==> config.mk <==
export PLATFORM = sky130hd
export DESIGN_NAME = sensor_history_health_monitor
export DESIGN_NICKNAME = d
export VERILOG_FILES = /design/src/design/shhm_pkg.sv /design/src/design/shhm_div.sv /design/src/design/shhm_ctrl.sv /design/src/design/shhm_dpath.sv /design/src/design/sensor_history_health_monitor.sv
export SDC_FILE = /design/constraint.sdc
export NUM_CORES = 2
export LEC_CHECK = 0
export ABC_AREA = 1
export BUFFER_PORTS_ARGS = -buffer_cell sky130_fd_sc_hd__buf_4
export CAP_MARGIN = 15
export CORE_ASPECT_RATIO = 0.5
export CORE_UTILIZATION = 50
export DETAILED_ROUTE_END_ITERATION = 16
export PLACE_DENSITY = 0.63
export SLEW_MARGIN = 20
export SYNTH_ARGS = -nofsm -noshare
export SYNTH_HDL_FRONTEND = slang
export SYNTH_SLANG_ARGS = --single-unit
export TNS_END_PERCENT = 10
==> constraint.sdc <==
create_clock -name clk -period 7.1 [get_ports clk]
set_input_delay 1.42 -clock clk [delete_from_list [all_inputs] [get_ports clk]]
set_output_delay 1.42 -clock clk [all_outputs]
set_load 0.1 [all_outputs]
==> src/design/shhm_pkg.sv <==
// Shared types and constants for the sensor history health monitor.
`timescale 1ns / 1ps

package shhm_pkg;

    // Sample and result widths
    localparam int SAMPLE_W   = 16;
    localparam int ITEM_W     = 32;
    localparam int DELTA_W    = 17;
    localparam int CONF_W     = 7;
    localparam int FAN_W      = 2;
    localparam int OUT_PAD_W  = 5;
    localparam int PROD_W     = 23;
    localparam int PCT_W      = 7;
    localparam int CMIN_W     = 9;

    // Configuration port
    localparam int CFG_IDX_W  = 3;
    localparam int CFG_DATA_W = 16;

    localparam logic [CFG_IDX_W-1:0] REG_FAN_LOW  = 3'd0;
    localparam logic [CFG_IDX_W-1:0] REG_FAN_DEV  = 3'd1;
    localparam logic [CFG_IDX_W-1:0] REG_TEMP_LIM = 3'd2;
    localparam logic [CFG_IDX_W-1:0] REG_RISE_LIM = 3'd3;
    localparam logic [CFG_IDX_W-1:0] REG_CRIT_MIN = 3'd4;

    localparam logic [SAMPLE_W-1:0] FAN_LOW_RST  = 16'd500;
    localparam logic [PCT_W-1:0]    FAN_DEV_RST  = 7'd8;
    localparam logic [SAMPLE_W-1:0] TEMP_LIM_RST = 16'd950;
    localparam logic [SAMPLE_W-1:0] RISE_LIM_RST = 16'd40;
    localparam logic [CMIN_W-1:0]   CRIT_MIN_RST = 9'd10;

    localparam logic [CONF_W-1:0] CONF_VALUE = 7'd85;
    localparam logic [CONF_W-1:0] PCT_SCALE  = 7'd100;

    // floor(x / PCT_SCALE) as (x * THR_M) >> THR_S, exact for any x below 2**PROD_W
    localparam int THR_S   = PROD_W + $clog2(PCT_SCALE);
    localparam int THR_M_W = PROD_W + 1;
    localparam logic [THR_M_W-1:0] THR_M =
        THR_M_W'(((64'd1 << THR_S) + 64'(PCT_SCALE) - 64'd1) / 64'(PCT_SCALE));

    // Fan health codes
    localparam logic [FAN_W-1:0] FAN_OK   = 2'd0;
    localparam logic [FAN_W-1:0] FAN_WARN = 2'd1;
    localparam logic [FAN_W-1:0] FAN_CRIT = 2'd2;

    // Divider operand select
    typedef enum logic [1:0] {
        DIV_TREND = 2'd0,
        DIV_MEAN  = 2'd1,
        DIV_DEV   = 2'd2,
        DIV_THR   = 2'd3
    } div_sel_t;

    // Controller states
    typedef enum logic [16:0] {
        ST_IDLE   = 17'h00001,
        ST_T_RD   = 17'h00002,
        ST_T_DIV  = 17'h00004,
        ST_T_WAIT = 17'h00008,
        ST_F_CHK  = 17'h00010,
        ST_S_RD   = 17'h00020,
        ST_S_END  = 17'h00040,
        ST_M_DIV  = 17'h00080,
        ST_M_WAIT = 17'h00100,
        ST_D_RD   = 17'h00200,
        ST_D_END  = 17'h00400,
        ST_V_DIV  = 17'h00800,
        ST_V_WAIT = 17'h01000,
        ST_P_MUL  = 17'h02000,
        ST_P_DIV  = 17'h04000,
        ST_P_WAIT = 17'h08000,
        ST_DONE   = 17'h10000
    } state_t;

    typedef struct packed {
        logic     accept;
        logic     trend_rd;
        logic     delta_zero;
        logic     delta_load;
        logic     fan_ok;
        logic     fan_crit;
        logic     fan_judge;
        logic     sweep_start;
        logic     sweep_rd;
        logic     sweep_dev;
        logic     div_start;
        div_sel_t div_sel;
        logic     mean_load;
        logic     dev_load;
        logic     mul;
        logic     out_load;
    } cmd_t;

    typedef struct packed {
        logic win_short;
        logic full;
        logic sweep_last;
        logic div_done;
        logic div_zero;
        logic out_free;
    } status_t;

endpackage

==> src/design/shhm_div.sv <==
// Iterative restoring divider, one quotient bit per cycle.
`timescale 1ns / 1ps

module shhm_div #(
    parameter int NUM_W = 23,
    parameter int DEN_W = 7
) (
    input  logic             clk,
    input  logic             rst_n,
    input  logic             start,
    input  logic [NUM_W-1:0] num,
    input  logic [DEN_W-1:0] den,
    output logic [NUM_W-1:0] quot,
    output logic             done
);

    localparam int CNT_W = $clog2(NUM_W + 1);

    logic [NUM_W-1:0] q_reg;
    logic [DEN_W-1:0] r_reg;
    logic [DEN_W-1:0] d_reg;
    logic [CNT_W-1:0] cnt_reg;
    logic             busy_reg;
    logic             done_reg;

    logic [DEN_W:0]   trial;
    logic [DEN_W:0]   diff;
    logic             fits;

    assign trial = {r_reg, q_reg[NUM_W-1]};
    assign diff  = trial - {1'b0, d_reg};
    assign fits  = trial >= {1'b0, d_reg};

    always_ff @(posedge clk or negedge rst_n)
    begin
        if (!rst_n)
        begin
            busy_reg <= 1'b0;
            done_reg <= 1'b0;
            cnt_reg  <= '0;
        end
        else
        begin
            done_reg <= 1'b0;
            if (start)
            begin
                busy_reg <= 1'b1;
                cnt_reg  <= CNT_W'(NUM_W);
            end
            else if (busy_reg)
            begin
                cnt_reg <= cnt_reg - 1'b1;
                if (cnt_reg == CNT_W'(1))
                begin
                    busy_reg <= 1'b0;
                    done_reg <= 1'b1;
                end
            end
        end
    end

    always_ff @(posedge clk)
    begin
        if (start)
        begin
            q_reg <= num;
            r_reg <= '0;
            d_reg <= den;
        end
        else if (busy_reg)
        begin
            if (fits)
            begin
                r_reg <= diff[DEN_W-1:0];
                q_reg <= {q_reg[NUM_W-2:0], 1'b1};
            end
            else
            begin
                r_reg <= trial[DEN_W-1:0];
                q_reg <= {q_reg[NUM_W-2:0], 1'b0};
            end
        end
    end

    assign quot = q_reg;
    assign done = done_reg;

endmodule

==> src/design/shhm_ctrl.sv <==
// Controller state machine that sequences the trend, mean and deviation passes.
`timescale 1ns / 1ps

module shhm_ctrl (
    input  logic              clk,
    input  logic              rst_n,
    input  logic              in_valid,
    output logic              in_ready,
    input  shhm_pkg::status_t status,
    output shhm_pkg::cmd_t    cmd
);

    shhm_pkg::state_t state_reg;
    shhm_pkg::state_t state_next;

    always_ff @(posedge clk or negedge rst_n)
    begin
        if (!rst_n)
        begin
            state_reg <= shhm_pkg::ST_IDLE;
        end
        else
        begin
            state_reg <= state_next;
        end
    end

    assign in_ready = (state_reg == shhm_pkg::ST_IDLE);

    always_comb
    begin
        state_next  = state_reg;
        cmd         = '0;
        cmd.div_sel = shhm_pkg::DIV_TREND;
        case (state_reg)
            shhm_pkg::ST_IDLE:
            begin
                if (in_valid)
                begin
                    cmd.accept = 1'b1;
                    state_next = shhm_pkg::ST_T_RD;
                end
            end
            shhm_pkg::ST_T_RD:
            begin
                // fetch the oldest temperature of the trend window
                cmd.trend_rd = 1'b1;
                state_next   = shhm_pkg::ST_T_DIV;
            end
            shhm_pkg::ST_T_DIV:
            begin
                if (status.win_short)
                begin
                    cmd.delta_zero = 1'b1;
                    state_next     = shhm_pkg::ST_F_CHK;
                end
                else
                begin
                    cmd.div_start = 1'b1;
                    cmd.div_sel   = shhm_pkg::DIV_TREND;
                    state_next    = shhm_pkg::ST_T_WAIT;
                end
            end
            shhm_pkg::ST_T_WAIT:
            begin
                if (status.div_done)
                begin
                    cmd.delta_load = 1'b1;
                    state_next     = shhm_pkg::ST_F_CHK;
                end
            end
            shhm_pkg::ST_F_CHK:
            begin
                if (!status.full)
                begin
                    cmd.fan_ok = 1'b1;
                    state_next = shhm_pkg::ST_DONE;
                end
                else
                begin
                    cmd.sweep_start = 1'b1;
                    state_next      = shhm_pkg::ST_S_RD;
                end
            end
            shhm_pkg::ST_S_RD:
            begin
                cmd.sweep_rd = 1'b1;
                if (status.sweep_last)
                begin
                    state_next = shhm_pkg::ST_S_END;
                end
            end
            shhm_pkg::ST_S_END:
            begin
                // let the last read land in the accumulator
                state_next = shhm_pkg::ST_M_DIV;
            end
            shhm_pkg::ST_M_DIV:
            begin
                cmd.div_start = 1'b1;
                cmd.div_sel   = shhm_pkg::DIV_MEAN;
                state_next    = shhm_pkg::ST_M_WAIT;
            end
            shhm_pkg::ST_M_WAIT:
            begin
                if (status.div_done)
                begin
                    cmd.mean_load = 1'b1;
                    if (status.div_zero)
                    begin
                        cmd.fan_crit = 1'b1;
                        state_next   = shhm_pkg::ST_DONE;
                    end
                    else
                    begin
                        cmd.sweep_start = 1'b1;
                        state_next      = shhm_pkg::ST_D_RD;
                    end
                end
            end
            shhm_pkg::ST_D_RD:
            begin
                cmd.sweep_rd  = 1'b1;
                cmd.sweep_dev = 1'b1;
                if (status.sweep_last)
                begin
                    state_next = shhm_pkg::ST_D_END;
                end
            end
            shhm_pkg::ST_D_END:
            begin
                state_next = shhm_pkg::ST_V_DIV;
            end
            shhm_pkg::ST_V_DIV:
            begin
                cmd.div_start = 1'b1;
                cmd.div_sel   = shhm_pkg::DIV_DEV;
                state_next    = shhm_pkg::ST_V_WAIT;
            end
            shhm_pkg::ST_V_WAIT:
            begin
                if (status.div_done)
                begin
                    cmd.dev_load = 1'b1;
                    state_next   = shhm_pkg::ST_P_MUL;
                end
            end
            shhm_pkg::ST_P_MUL:
            begin
                cmd.mul    = 1'b1;
                state_next = shhm_pkg::ST_P_DIV;
            end
            shhm_pkg::ST_P_DIV:
            begin
                cmd.div_start = 1'b1;
                cmd.div_sel   = shhm_pkg::DIV_THR;
                state_next    = shhm_pkg::ST_P_WAIT;
            end
            shhm_pkg::ST_P_WAIT:
            begin
                if (status.div_done)
                begin
                    cmd.fan_judge = 1'b1;
                    state_next    = shhm_pkg::ST_DONE;
                end
            end
            shhm_pkg::ST_DONE:
            begin
                // hold until the output register is free
                if (status.out_free)
                begin
                    cmd.out_load = 1'b1;
                    state_next   = shhm_pkg::ST_IDLE;
                end
            end
            default:
            begin
                state_next = shhm_pkg::ST_IDLE;
            end
        endcase
    end

endmodule

==> src/design/shhm_dpath.sv <==
// Datapath: history ring, accumulator, trend divider, reciprocal scaling, config and output registers.
`timescale 1ns / 1ps

module shhm_dpath #(
    parameter int HISTORY_LEN = 32
) (
    input  logic                              clk,
    input  logic                              rst_n,
    input  shhm_pkg::cmd_t                    cmd,
    output shhm_pkg::status_t                 status,
    input  logic [shhm_pkg::ITEM_W-1:0]       in_data,
    input  logic                              cfg_we,
    input  logic [shhm_pkg::CFG_IDX_W-1:0]    cfg_index,
    input  logic [shhm_pkg::CFG_DATA_W-1:0]   cfg_data,
    output logic                              out_valid,
    input  logic                              out_ready,
    output logic [shhm_pkg::ITEM_W-1:0]       out_data
);

    localparam int SW       = shhm_pkg::SAMPLE_W;
    localparam int AW       = $clog2(HISTORY_LEN);
    localparam int CW       = $clog2(HISTORY_LEN + 1);
    localparam int WIN      = HISTORY_LEN / 4;
    localparam int WIN_W    = $clog2(WIN + 1);
    localparam int ACC_W    = SW + AW;
    // floor(acc / HISTORY_LEN) as (acc * MEAN_M) >> MEAN_S, exact over the accumulator range
    localparam int MEAN_S   = ACC_W + AW;
    localparam int MEAN_M_W = ACC_W + 1;
    localparam logic [MEAN_M_W-1:0] MEAN_M =
        MEAN_M_W'(((64'd1 << MEAN_S) + 64'(HISTORY_LEN) - 64'd1) / 64'(HISTORY_LEN));
    localparam int MEAN_P_W = ACC_W + MEAN_M_W;
    localparam int THR_P_W  = shhm_pkg::PROD_W + shhm_pkg::THR_M_W;

    // History ring: fan speed in the low half, temperature in the high half
    logic [shhm_pkg::ITEM_W-1:0] hist_mem [HISTORY_LEN];
    logic [shhm_pkg::ITEM_W-1:0] rd_data_reg;
    logic [AW-1:0]               rd_addr;
    logic                        rd_en;

    logic [AW-1:0]   slot_reg;
    logic [CW-1:0]   count_reg;
    logic [SW-1:0]   latest_reg;
    logic [AW-1:0]   cnt_reg;
    logic            pend_reg;
    logic            pend_dev_reg;
    logic [ACC_W-1:0] acc_reg;
    logic [SW-1:0]   mean_reg;
    logic [SW-1:0]   dev_reg;
    logic [shhm_pkg::PROD_W-1:0] prod_reg;
    logic            neg_reg;
    logic signed [shhm_pkg::DELTA_W-1:0] delta_reg;
    logic [shhm_pkg::FAN_W-1:0] fan_reg;
    logic            out_valid_reg;
    logic [shhm_pkg::ITEM_W-1:0] out_data_reg;
    logic [SW:0]     rcp_q_reg;
    logic            rcp_done_reg;

    logic [SW-1:0]               fan_low_reg;
    logic [shhm_pkg::PCT_W-1:0]  fan_dev_reg;
    logic [SW-1:0]               temp_lim_reg;
    logic [SW-1:0]               rise_lim_reg;
    logic [shhm_pkg::CMIN_W-1:0] crit_min_reg;

    // Trend window and its oldest slot
    logic [WIN_W-1:0] win;
    logic [AW:0]      back_raw;
    logic [AW:0]      back_adj;
    logic [AW-1:0]    trend_addr;

    assign win = (count_reg < CW'(WIN)) ? WIN_W'(count_reg) : WIN_W'(WIN);
    assign back_raw = {1'b0, slot_reg} + (AW+1)'(HISTORY_LEN) - (AW+1)'(win);
    assign back_adj = (back_raw >= (AW+1)'(HISTORY_LEN)) ?
                      back_raw - (AW+1)'(HISTORY_LEN) : back_raw;
    assign trend_addr = back_adj[AW-1:0];

    assign rd_en   = cmd.trend_rd | cmd.sweep_rd;
    assign rd_addr = cmd.trend_rd ? trend_addr : cnt_reg;

    always_ff @(posedge clk)
    begin
        if (cmd.accept)
        begin
            hist_mem[slot_reg] <= in_data;
        end
        if (rd_en)
        begin
            rd_data_reg <= hist_mem[rd_addr];
        end
    end

    // Temperature step across the window; the sum of steps telescopes
    logic [SW-1:0] old_temp;
    logic          step_neg;
    logic [SW-1:0] step_mag;

    assign old_temp = rd_data_reg[2*SW-1:SW];
    assign step_neg = latest_reg < old_temp;
    assign step_mag = step_neg ? old_temp - latest_reg : latest_reg - old_temp;

    // Absolute deviation of one fan sample from the mean
    logic [SW-1:0] rd_fan;
    logic [SW-1:0] abs_dev;

    assign rd_fan  = rd_data_reg[SW-1:0];
    assign abs_dev = (rd_fan > mean_reg) ? rd_fan - mean_reg : mean_reg - rd_fan;

    // Trend divider: step magnitude over the window length less one
    logic [SW-1:0]    div_q;
    logic [WIN_W-1:0] div_den;
    logic             div_done;
    logic             div_go;

    assign div_go  = cmd.div_start && (cmd.div_sel == shhm_pkg::DIV_TREND);
    assign div_den = win - 1'b1;

    shhm_div #(
        .NUM_W (SW),
        .DEN_W (WIN_W)
    ) u_div (
        .clk   (clk),
        .rst_n (rst_n),
        .start (div_go),
        .num   (step_mag),
        .den   (div_den),
        .quot  (div_q),
        .done  (div_done)
    );

    // Constant divisions by reciprocal multiplication, result registered on the cycle after start
    logic [MEAN_P_W-1:0] mean_prod;
    logic [THR_P_W-1:0]  thr_prod;
    logic [SW:0]         rcp_q;
    logic                rcp_go;

    assign mean_prod = MEAN_P_W'(acc_reg) * MEAN_P_W'(MEAN_M);
    assign thr_prod  = THR_P_W'(prod_reg) * THR_P_W'(shhm_pkg::THR_M);
    assign rcp_q     = (cmd.div_sel == shhm_pkg::DIV_THR) ? thr_prod[shhm_pkg::THR_S +: SW+1]
                                                          : {1'b0, mean_prod[MEAN_S +: SW]};
    assign rcp_go    = cmd.div_start && (cmd.div_sel != shhm_pkg::DIV_TREND);

    // Control state: ring position, fill level, sweep, output handshake, config
    always_ff @(posedge clk or negedge rst_n)
    begin
        if (!rst_n)
        begin
            slot_reg      <= '0;
            count_reg     <= '0;
            cnt_reg       <= '0;
            pend_reg      <= 1'b0;
            pend_dev_reg  <= 1'b0;
            rcp_done_reg  <= 1'b0;
            out_valid_reg <= 1'b0;
            fan_low_reg   <= shhm_pkg::FAN_LOW_RST;
            fan_dev_reg   <= shhm_pkg::FAN_DEV_RST;
            temp_lim_reg  <= shhm_pkg::TEMP_LIM_RST;
            rise_lim_reg  <= shhm_pkg::RISE_LIM_RST;
            crit_min_reg  <= shhm_pkg::CRIT_MIN_RST;
        end
        else
        begin
            if (cmd.accept)
            begin
                slot_reg <= (slot_reg == AW'(HISTORY_LEN - 1)) ? '0 : slot_reg + 1'b1;
                if (count_reg != CW'(HISTORY_LEN))
                begin
                    count_reg <= count_reg + 1'b1;
                end
            end
            if (cmd.sweep_start)
            begin
                cnt_reg <= '0;
            end
            else if (cmd.sweep_rd)
            begin
                cnt_reg <= cnt_reg + 1'b1;
            end
            pend_reg     <= cmd.sweep_rd;
            pend_dev_reg <= cmd.sweep_dev;
            rcp_done_reg <= rcp_go;

            if (cmd.out_load)
            begin
                out_valid_reg <= 1'b1;
            end
            else if (out_ready)
            begin
                out_valid_reg <= 1'b0;
            end

            if (cfg_we)
            begin
                case (cfg_index)
                    shhm_pkg::REG_FAN_LOW:  fan_low_reg  <= cfg_data;
                    shhm_pkg::REG_FAN_DEV:  fan_dev_reg  <= cfg_data[shhm_pkg::PCT_W-1:0];
                    shhm_pkg::REG_TEMP_LIM: temp_lim_reg <= cfg_data;
                    shhm_pkg::REG_RISE_LIM: rise_lim_reg <= cfg_data;
                    shhm_pkg::REG_CRIT_MIN: crit_min_reg <= cfg_data[shhm_pkg::CMIN_W-1:0];
                    default: ;
                endcase
            end
        end
    end

    // Thermal verdict from the latest sample and the trend
    logic                         enough;
    logic signed [SW+1:0]         projected;
    logic                         crit;
    logic [shhm_pkg::CONF_W-1:0]  conf;
    logic [shhm_pkg::ITEM_W-1:0]  result;

    assign enough    = shhm_pkg::CMIN_W'(count_reg) >= crit_min_reg;
    assign projected = $signed({2'b00, latest_reg}) + $signed({delta_reg[SW], delta_reg});
    assign crit      = enough && ((projected > $signed({2'b00, temp_lim_reg})) ||
                                  (delta_reg > $signed({1'b0, rise_lim_reg})));
    assign conf      = enough ? shhm_pkg::CONF_VALUE : '0;
    assign result    = {{shhm_pkg::OUT_PAD_W{1'b0}}, conf, delta_reg, crit, fan_reg};

    // Payload registers
    always_ff @(posedge clk)
    begin
        if (cmd.accept)
        begin
            latest_reg <= in_data[2*SW-1:SW];
        end
        if (div_go)
        begin
            neg_reg <= step_neg;
        end
        if (rcp_go)
        begin
            rcp_q_reg <= rcp_q;
        end
        if (cmd.delta_zero)
        begin
            delta_reg <= '0;
        end
        else if (cmd.delta_load)
        begin
            delta_reg <= neg_reg ? -$signed({1'b0, div_q})
                                 : $signed({1'b0, div_q});
        end
        if (cmd.sweep_start)
        begin
            acc_reg <= '0;
        end
        else if (pend_reg)
        begin
            acc_reg <= acc_reg + ACC_W'(pend_dev_reg ? abs_dev : rd_fan);
        end
        if (cmd.mean_load)
        begin
            mean_reg <= rcp_q_reg[SW-1:0];
        end
        if (cmd.dev_load)
        begin
            dev_reg <= rcp_q_reg[SW-1:0];
        end
        if (cmd.mul)
        begin
            prod_reg <= shhm_pkg::PROD_W'(mean_reg) * shhm_pkg::PROD_W'(fan_dev_reg);
        end
        if (cmd.fan_ok)
        begin
            fan_reg <= shhm_pkg::FAN_OK;
        end
        else if (cmd.fan_crit)
        begin
            fan_reg <= shhm_pkg::FAN_CRIT;
        end
        else if (cmd.fan_judge)
        begin
            if ((SW+1)'(dev_reg) > rcp_q_reg)
            begin
                fan_reg <= shhm_pkg::FAN_WARN;
            end
            else if (mean_reg < fan_low_reg)
            begin
                fan_reg <= shhm_pkg::FAN_CRIT;
            end
            else
            begin
                fan_reg <= shhm_pkg::FAN_OK;
            end
        end
        if (cmd.out_load)
        begin
            out_data_reg <= result;
        end
    end

    assign status.win_short  = win < WIN_W'(2);
    assign status.full       = count_reg == CW'(HISTORY_LEN);
    assign status.sweep_last = cnt_reg == AW'(HISTORY_LEN - 1);
    assign status.div_done   = div_done | rcp_done_reg;
    assign status.div_zero   = rcp_q_reg == '0;
    assign status.out_free   = !out_valid_reg || out_ready;

    assign out_valid = out_valid_reg;
    assign out_data  = out_data_reg;

endmodule

==> src/design/sensor_history_health_monitor.sv <==
// Top level of the sensor history health monitor.
// The time to a result depends on the ring sweeps, run only with a full ring, and on the trend divider,
// which is skipped with fewer than two samples.
// Throughput: one sample in flight; the next is taken the cycle after the result is loaded,
// which waits while a stalled result still holds the output register.
// Reset clears ring position, fill level, control and config; the ring itself is not cleared.
`timescale 1ns / 1ps

module sensor_history_health_monitor #(
    parameter int HISTORY_LEN = 32
) (
    input  logic                            clk,
    input  logic                            rst_n,
    input  logic                            s_axis_tvalid,
    output logic                            s_axis_tready,
    // [15:0] fan_rpm, [31:16] temperature
    input  logic [shhm_pkg::ITEM_W-1:0]     s_axis_tdata,
    output logic                            m_axis_tvalid,
    input  logic                            m_axis_tready,
    // [1:0] fan_health, [2] thermal_critical, [19:3] predicted_delta,
    // [26:20] confidence, [31:27] zero
    output logic [shhm_pkg::ITEM_W-1:0]     m_axis_tdata,
    input  logic                            cfg_we,
    input  logic [shhm_pkg::CFG_IDX_W-1:0]  cfg_index,
    input  logic [shhm_pkg::CFG_DATA_W-1:0] cfg_data
);

    shhm_pkg::cmd_t    cmd;
    shhm_pkg::status_t status;

    shhm_ctrl u_ctrl (
        .clk      (clk),
        .rst_n    (rst_n),
        .in_valid (s_axis_tvalid),
        .in_ready (s_axis_tready),
        .status   (status),
        .cmd      (cmd)
    );

    shhm_dpath #(
        .HISTORY_LEN (HISTORY_LEN)
    ) u_dpath (
        .clk       (clk),
        .rst_n     (rst_n),
        .cmd       (cmd),
        .status    (status),
        .in_data   (s_axis_tdata),
        .cfg_we    (cfg_we),
        .cfg_index (cfg_index),
        .cfg_data  (cfg_data),
        .out_valid (m_axis_tvalid),
        .out_ready (m_axis_tready),
        .out_data  (m_axis_tdata)
    );

endmodule

==> results.py <==
metrics = {
    "setup_path": {
        "start_kind": "flip-flop",
        "path_class": "reg -> reg",
        "r2r-start": "u_dpath.prod_reg[6]",
        "rrSetupSlack_ps": 600,
        "required_ps": 7590,
        "crit_top_cell": "inv_1",
        "critPathTopFamily": "adder cells",
        "arrival_ps": 6980,
        "slowest_delay_ps": 550,
        "crit_path_top_delay_cell": "edfxtp_1",
        "endpoint_kind": "flip-flop",
        "reg2reg_depth": 27,
        "crit_buf_inv": 8,
        "path_max_fanout": 7,
        "r2r-end": "u_dpath.rcp_q_reg[16]",
    },
    "global_route": {
        "grt_start_max_net_pins": 192,
        "grt_pass1_vias": 53400,
        "grt_antenna_before_repair": 17,
        "grt-ovfl-total": 0,
        "grt_usage": 0.296,
        "grt_pass1_wl_mm": 344,
    },
    "job": {
        "cap_violations": 0,
    },
    "clocking": {
        "numCtsBuffers": 121,
        "cts_tree": "built",
        "clkTransAtPathRegs_ps": 60,
        "cts_buffer_depth": 3,
        "clkLatencyLatePin_ps": 790,
        "ctsHoldBuffers": 0,
        "cts.repair.resized": 0,
        "htreeDepth": 3,
        "post-cts-setup-buffers": 0,
        "clock_sinks": 1338,
        "ctsRootBufferMaster": "clkbuf_16",
    },
    "floorplanning": {
        "fp.dieW_um": 559,
        "io_pins": 90,
        "placementRows": 101,
        "die_area_um2": 157000,
        "fp.dieH_um": 281,
        "start_util": 0.507,
        "core-area_um2": 153000,
    },
    "yosys": {
        "ys_ff_latch": 1338,
        "yosysTopAreaCell": "edfxtp_1",
        "synthMuxAreaShare": 0,
        "ys_types": 55,
        "synth_common_cells": "nand2_1 (1,799), inv_1 (1,748), edfxtp_1 (1,186), nand3_1 (1,076), ha_1 (468)",
        "syn-instance-count": 8258,
        "synth.area.top_cells": "edfxtp_1 (46%), nand2_1 (8.7%), inv_1 (8.5%), ha_1 (7.5%), fa_1 (7.0%)",
        "synthFlopType": "edfxtp_1",
        "avgSynthCellArea_um2": 9.40,
        "ys_seq_area_frac": 0.505,
        "synth_xor_area_frac": 0.0131,
        "synth_compound_area_frac": 0.0432,
        "yosysWarnings": 0,
        "synth.cell_area_um2": 77600,
        "postSynth.asyncResetShare": 0.0807,
        "synth_top_family_by_area": "simple AND/OR/NAND/NOR gates",
        "synthAdderAreaFrac": 0.146,
        "synth_top_area_frac": 0.459,
        "synth_edf_count": 1186,
        "synthSimpleGateAreaFrac": 0.188,
        "yosys.cell_count.top_type": "nand2_1",
    },
    "sta": {
        "hold_violations": 0,
        "holdWs_ps": 448,
        "finalCritPeriodShare": 0.915,
        "fin_skew_ps": 58.5,
        "setup_violations": 0,
        "maxSlewHeadroom": 0.188,
        "fmax_mhz": 154,
        "drv_slew": 0,
        "grt_setup_unrepaired": "no",
        "post-route-min-period_ps": 6500,
        "tns_ps": 0,
        "tightest_slew_ps": 1210,
    },
    "worst_hold_path": {
        "min_from": "u_dpath.fan_reg[1]",
        "holdPathEnd": "u_dpath.out_data[1]",
        "min_path_type": "reg -> reg",
        "hold_path_depth": 0,
    },
    "placement": {
        "placedCellCount": 10200,
        "hpwl_mm": 155,
        "routabilityCongestion": 0.984,
        "port_buffers": 81,
    },
    "routing": {
        "final_antenna_net_count": 0,
        "wl_per_cell_um": 22.3,
        "drcViolationCount": 4,
        "viasPerCell": 5.35,
        "dr.pass1.iters": 12,
        "drt-initial-drc-count": 5674,
        "wl_mm": 232,
        "dr_total_vias": 55700,
    },
    "status": {
        "violations": "design-rule violations",
        "outcome": "finished, violations left",
    },
    "finish": {
        "synthToLayoutAreaGrowth_pct": 8.82,
        "stdcell_count": 10400,
        "num-fill-cells": 13600,
        "final_nets": 9039,
        "drive_gt1_frac": 0.0513,
        "largest_register_ffs": 1024,
    },
    "power": {
        "p_leak_uw": 0.0385,
        "power_density_nw_per_um2": 288,
        "power_uw": 24400,
        "ir_worst_vdd_mv": 0.285,
    },
}
-- worst max path at each step --
stage | depth (start not counted) | end | from
floorplan | 24 | u_dpath.rcp_q_reg[10] | u_dpath.prod_reg[6]
global placement | 27 | u_dpath.rcp_q_reg[16] | u_dpath.prod_reg[6]
detailed placement | 27 | u_dpath.rcp_q_reg[16] | u_dpath.prod_reg[6]
CTS | 27 | u_dpath.rcp_q_reg[16] | u_dpath.prod_reg[6]
global route | 24 | u_dpath.rcp_q_reg[10] | u_dpath.prod_reg[6]
finish | 27 | u_dpath.rcp_q_reg[16] | u_dpath.prod_reg[6]
-- cell usage in the layout, fill, tap and decap left out, drive strengths merged, types with 44 or more instances in the layout --
cell type  Yosys  final
fa           272    272
dfrtp         89     89
ha           468    468
nor3          44     44
nand4         45     45
nor2         304    304
o21ai        267    267
clkinv         1     59
xor2          80     80
buf          193    167
a21oi        239    239
inv         1756   1760
dfxtp         44     44
clkbuf       119    150
edfxtp      1186   1186
nand2       1804   1804
nand3       1077   1077
nand3b        76     76
-- power breakdown --
group          leakage (uW)  switching [uW]  internal, uW  total [uW]
Combinational        0.0242            5760          2400        8160
Sequential           0.0124             341          9260        9600
Clock               0.00187            3140          3460        6590
Total                0.0385            9240         15100       24400
-- area by class of cell --
type	instances	area, um2	share of cell area
Sequential cell	1338	39200	0.464
Multi-Input combinational cell	4858	30600	0.363
Inverter	1757	6600	0.0782
Clock buffer	150	3170	0.0375
Tap cell	2060	2580	0.0305
Timing Repair Buffer	167	1500	0.0177
Clock inverter	76	733	0.00868
Antenna cell	4	10.0	0.000119
-- per-stage QoR --
step	utilization	setup WS [ps]	instance area, um2
2_1_floorplan	-	1250	77600
3_3_place_gp	0.526	623	80400
3_5_place_dp	0.526	661	80500
4_1_cts	0.552	613	84400
5_1_grt	0.552	183	84400
6_report	0.552	605	84400
-- routing by layer --
| layer | vias to the layer above | part of all wire | GRT usage |
|---|---|---|---|
| li1 | 26600 | - | - |
| met1 | 26900 | 0.42 | 0.396 |
| met2 | 1890 | 0.46 | 0.486 |
| met3 | 386 | 0.068 | 0.0409 |
| met4 | 4 | 0.048 | 0.131 |
| met5 | - | 0.00012 | 0 |
-- cells by family after synthesis --
family,count (synthesis)
buf+inv,2069
other cells,1
compound gates,618
simple gates,3376
fa+ha+maj,740
xor+xnor,116
flops,1338
-- worst reg2reg max path, delay by kind of cell (launching register included) --
family                     cells  cell delay, ps
AOI/OAI and AO/OA              1             200
adders and majority gates      8            3840
buffers and inverters          8             620
DFF                            1             550
and+or+nand+nor               10            1060
Power figures use the tool's default switching activity.
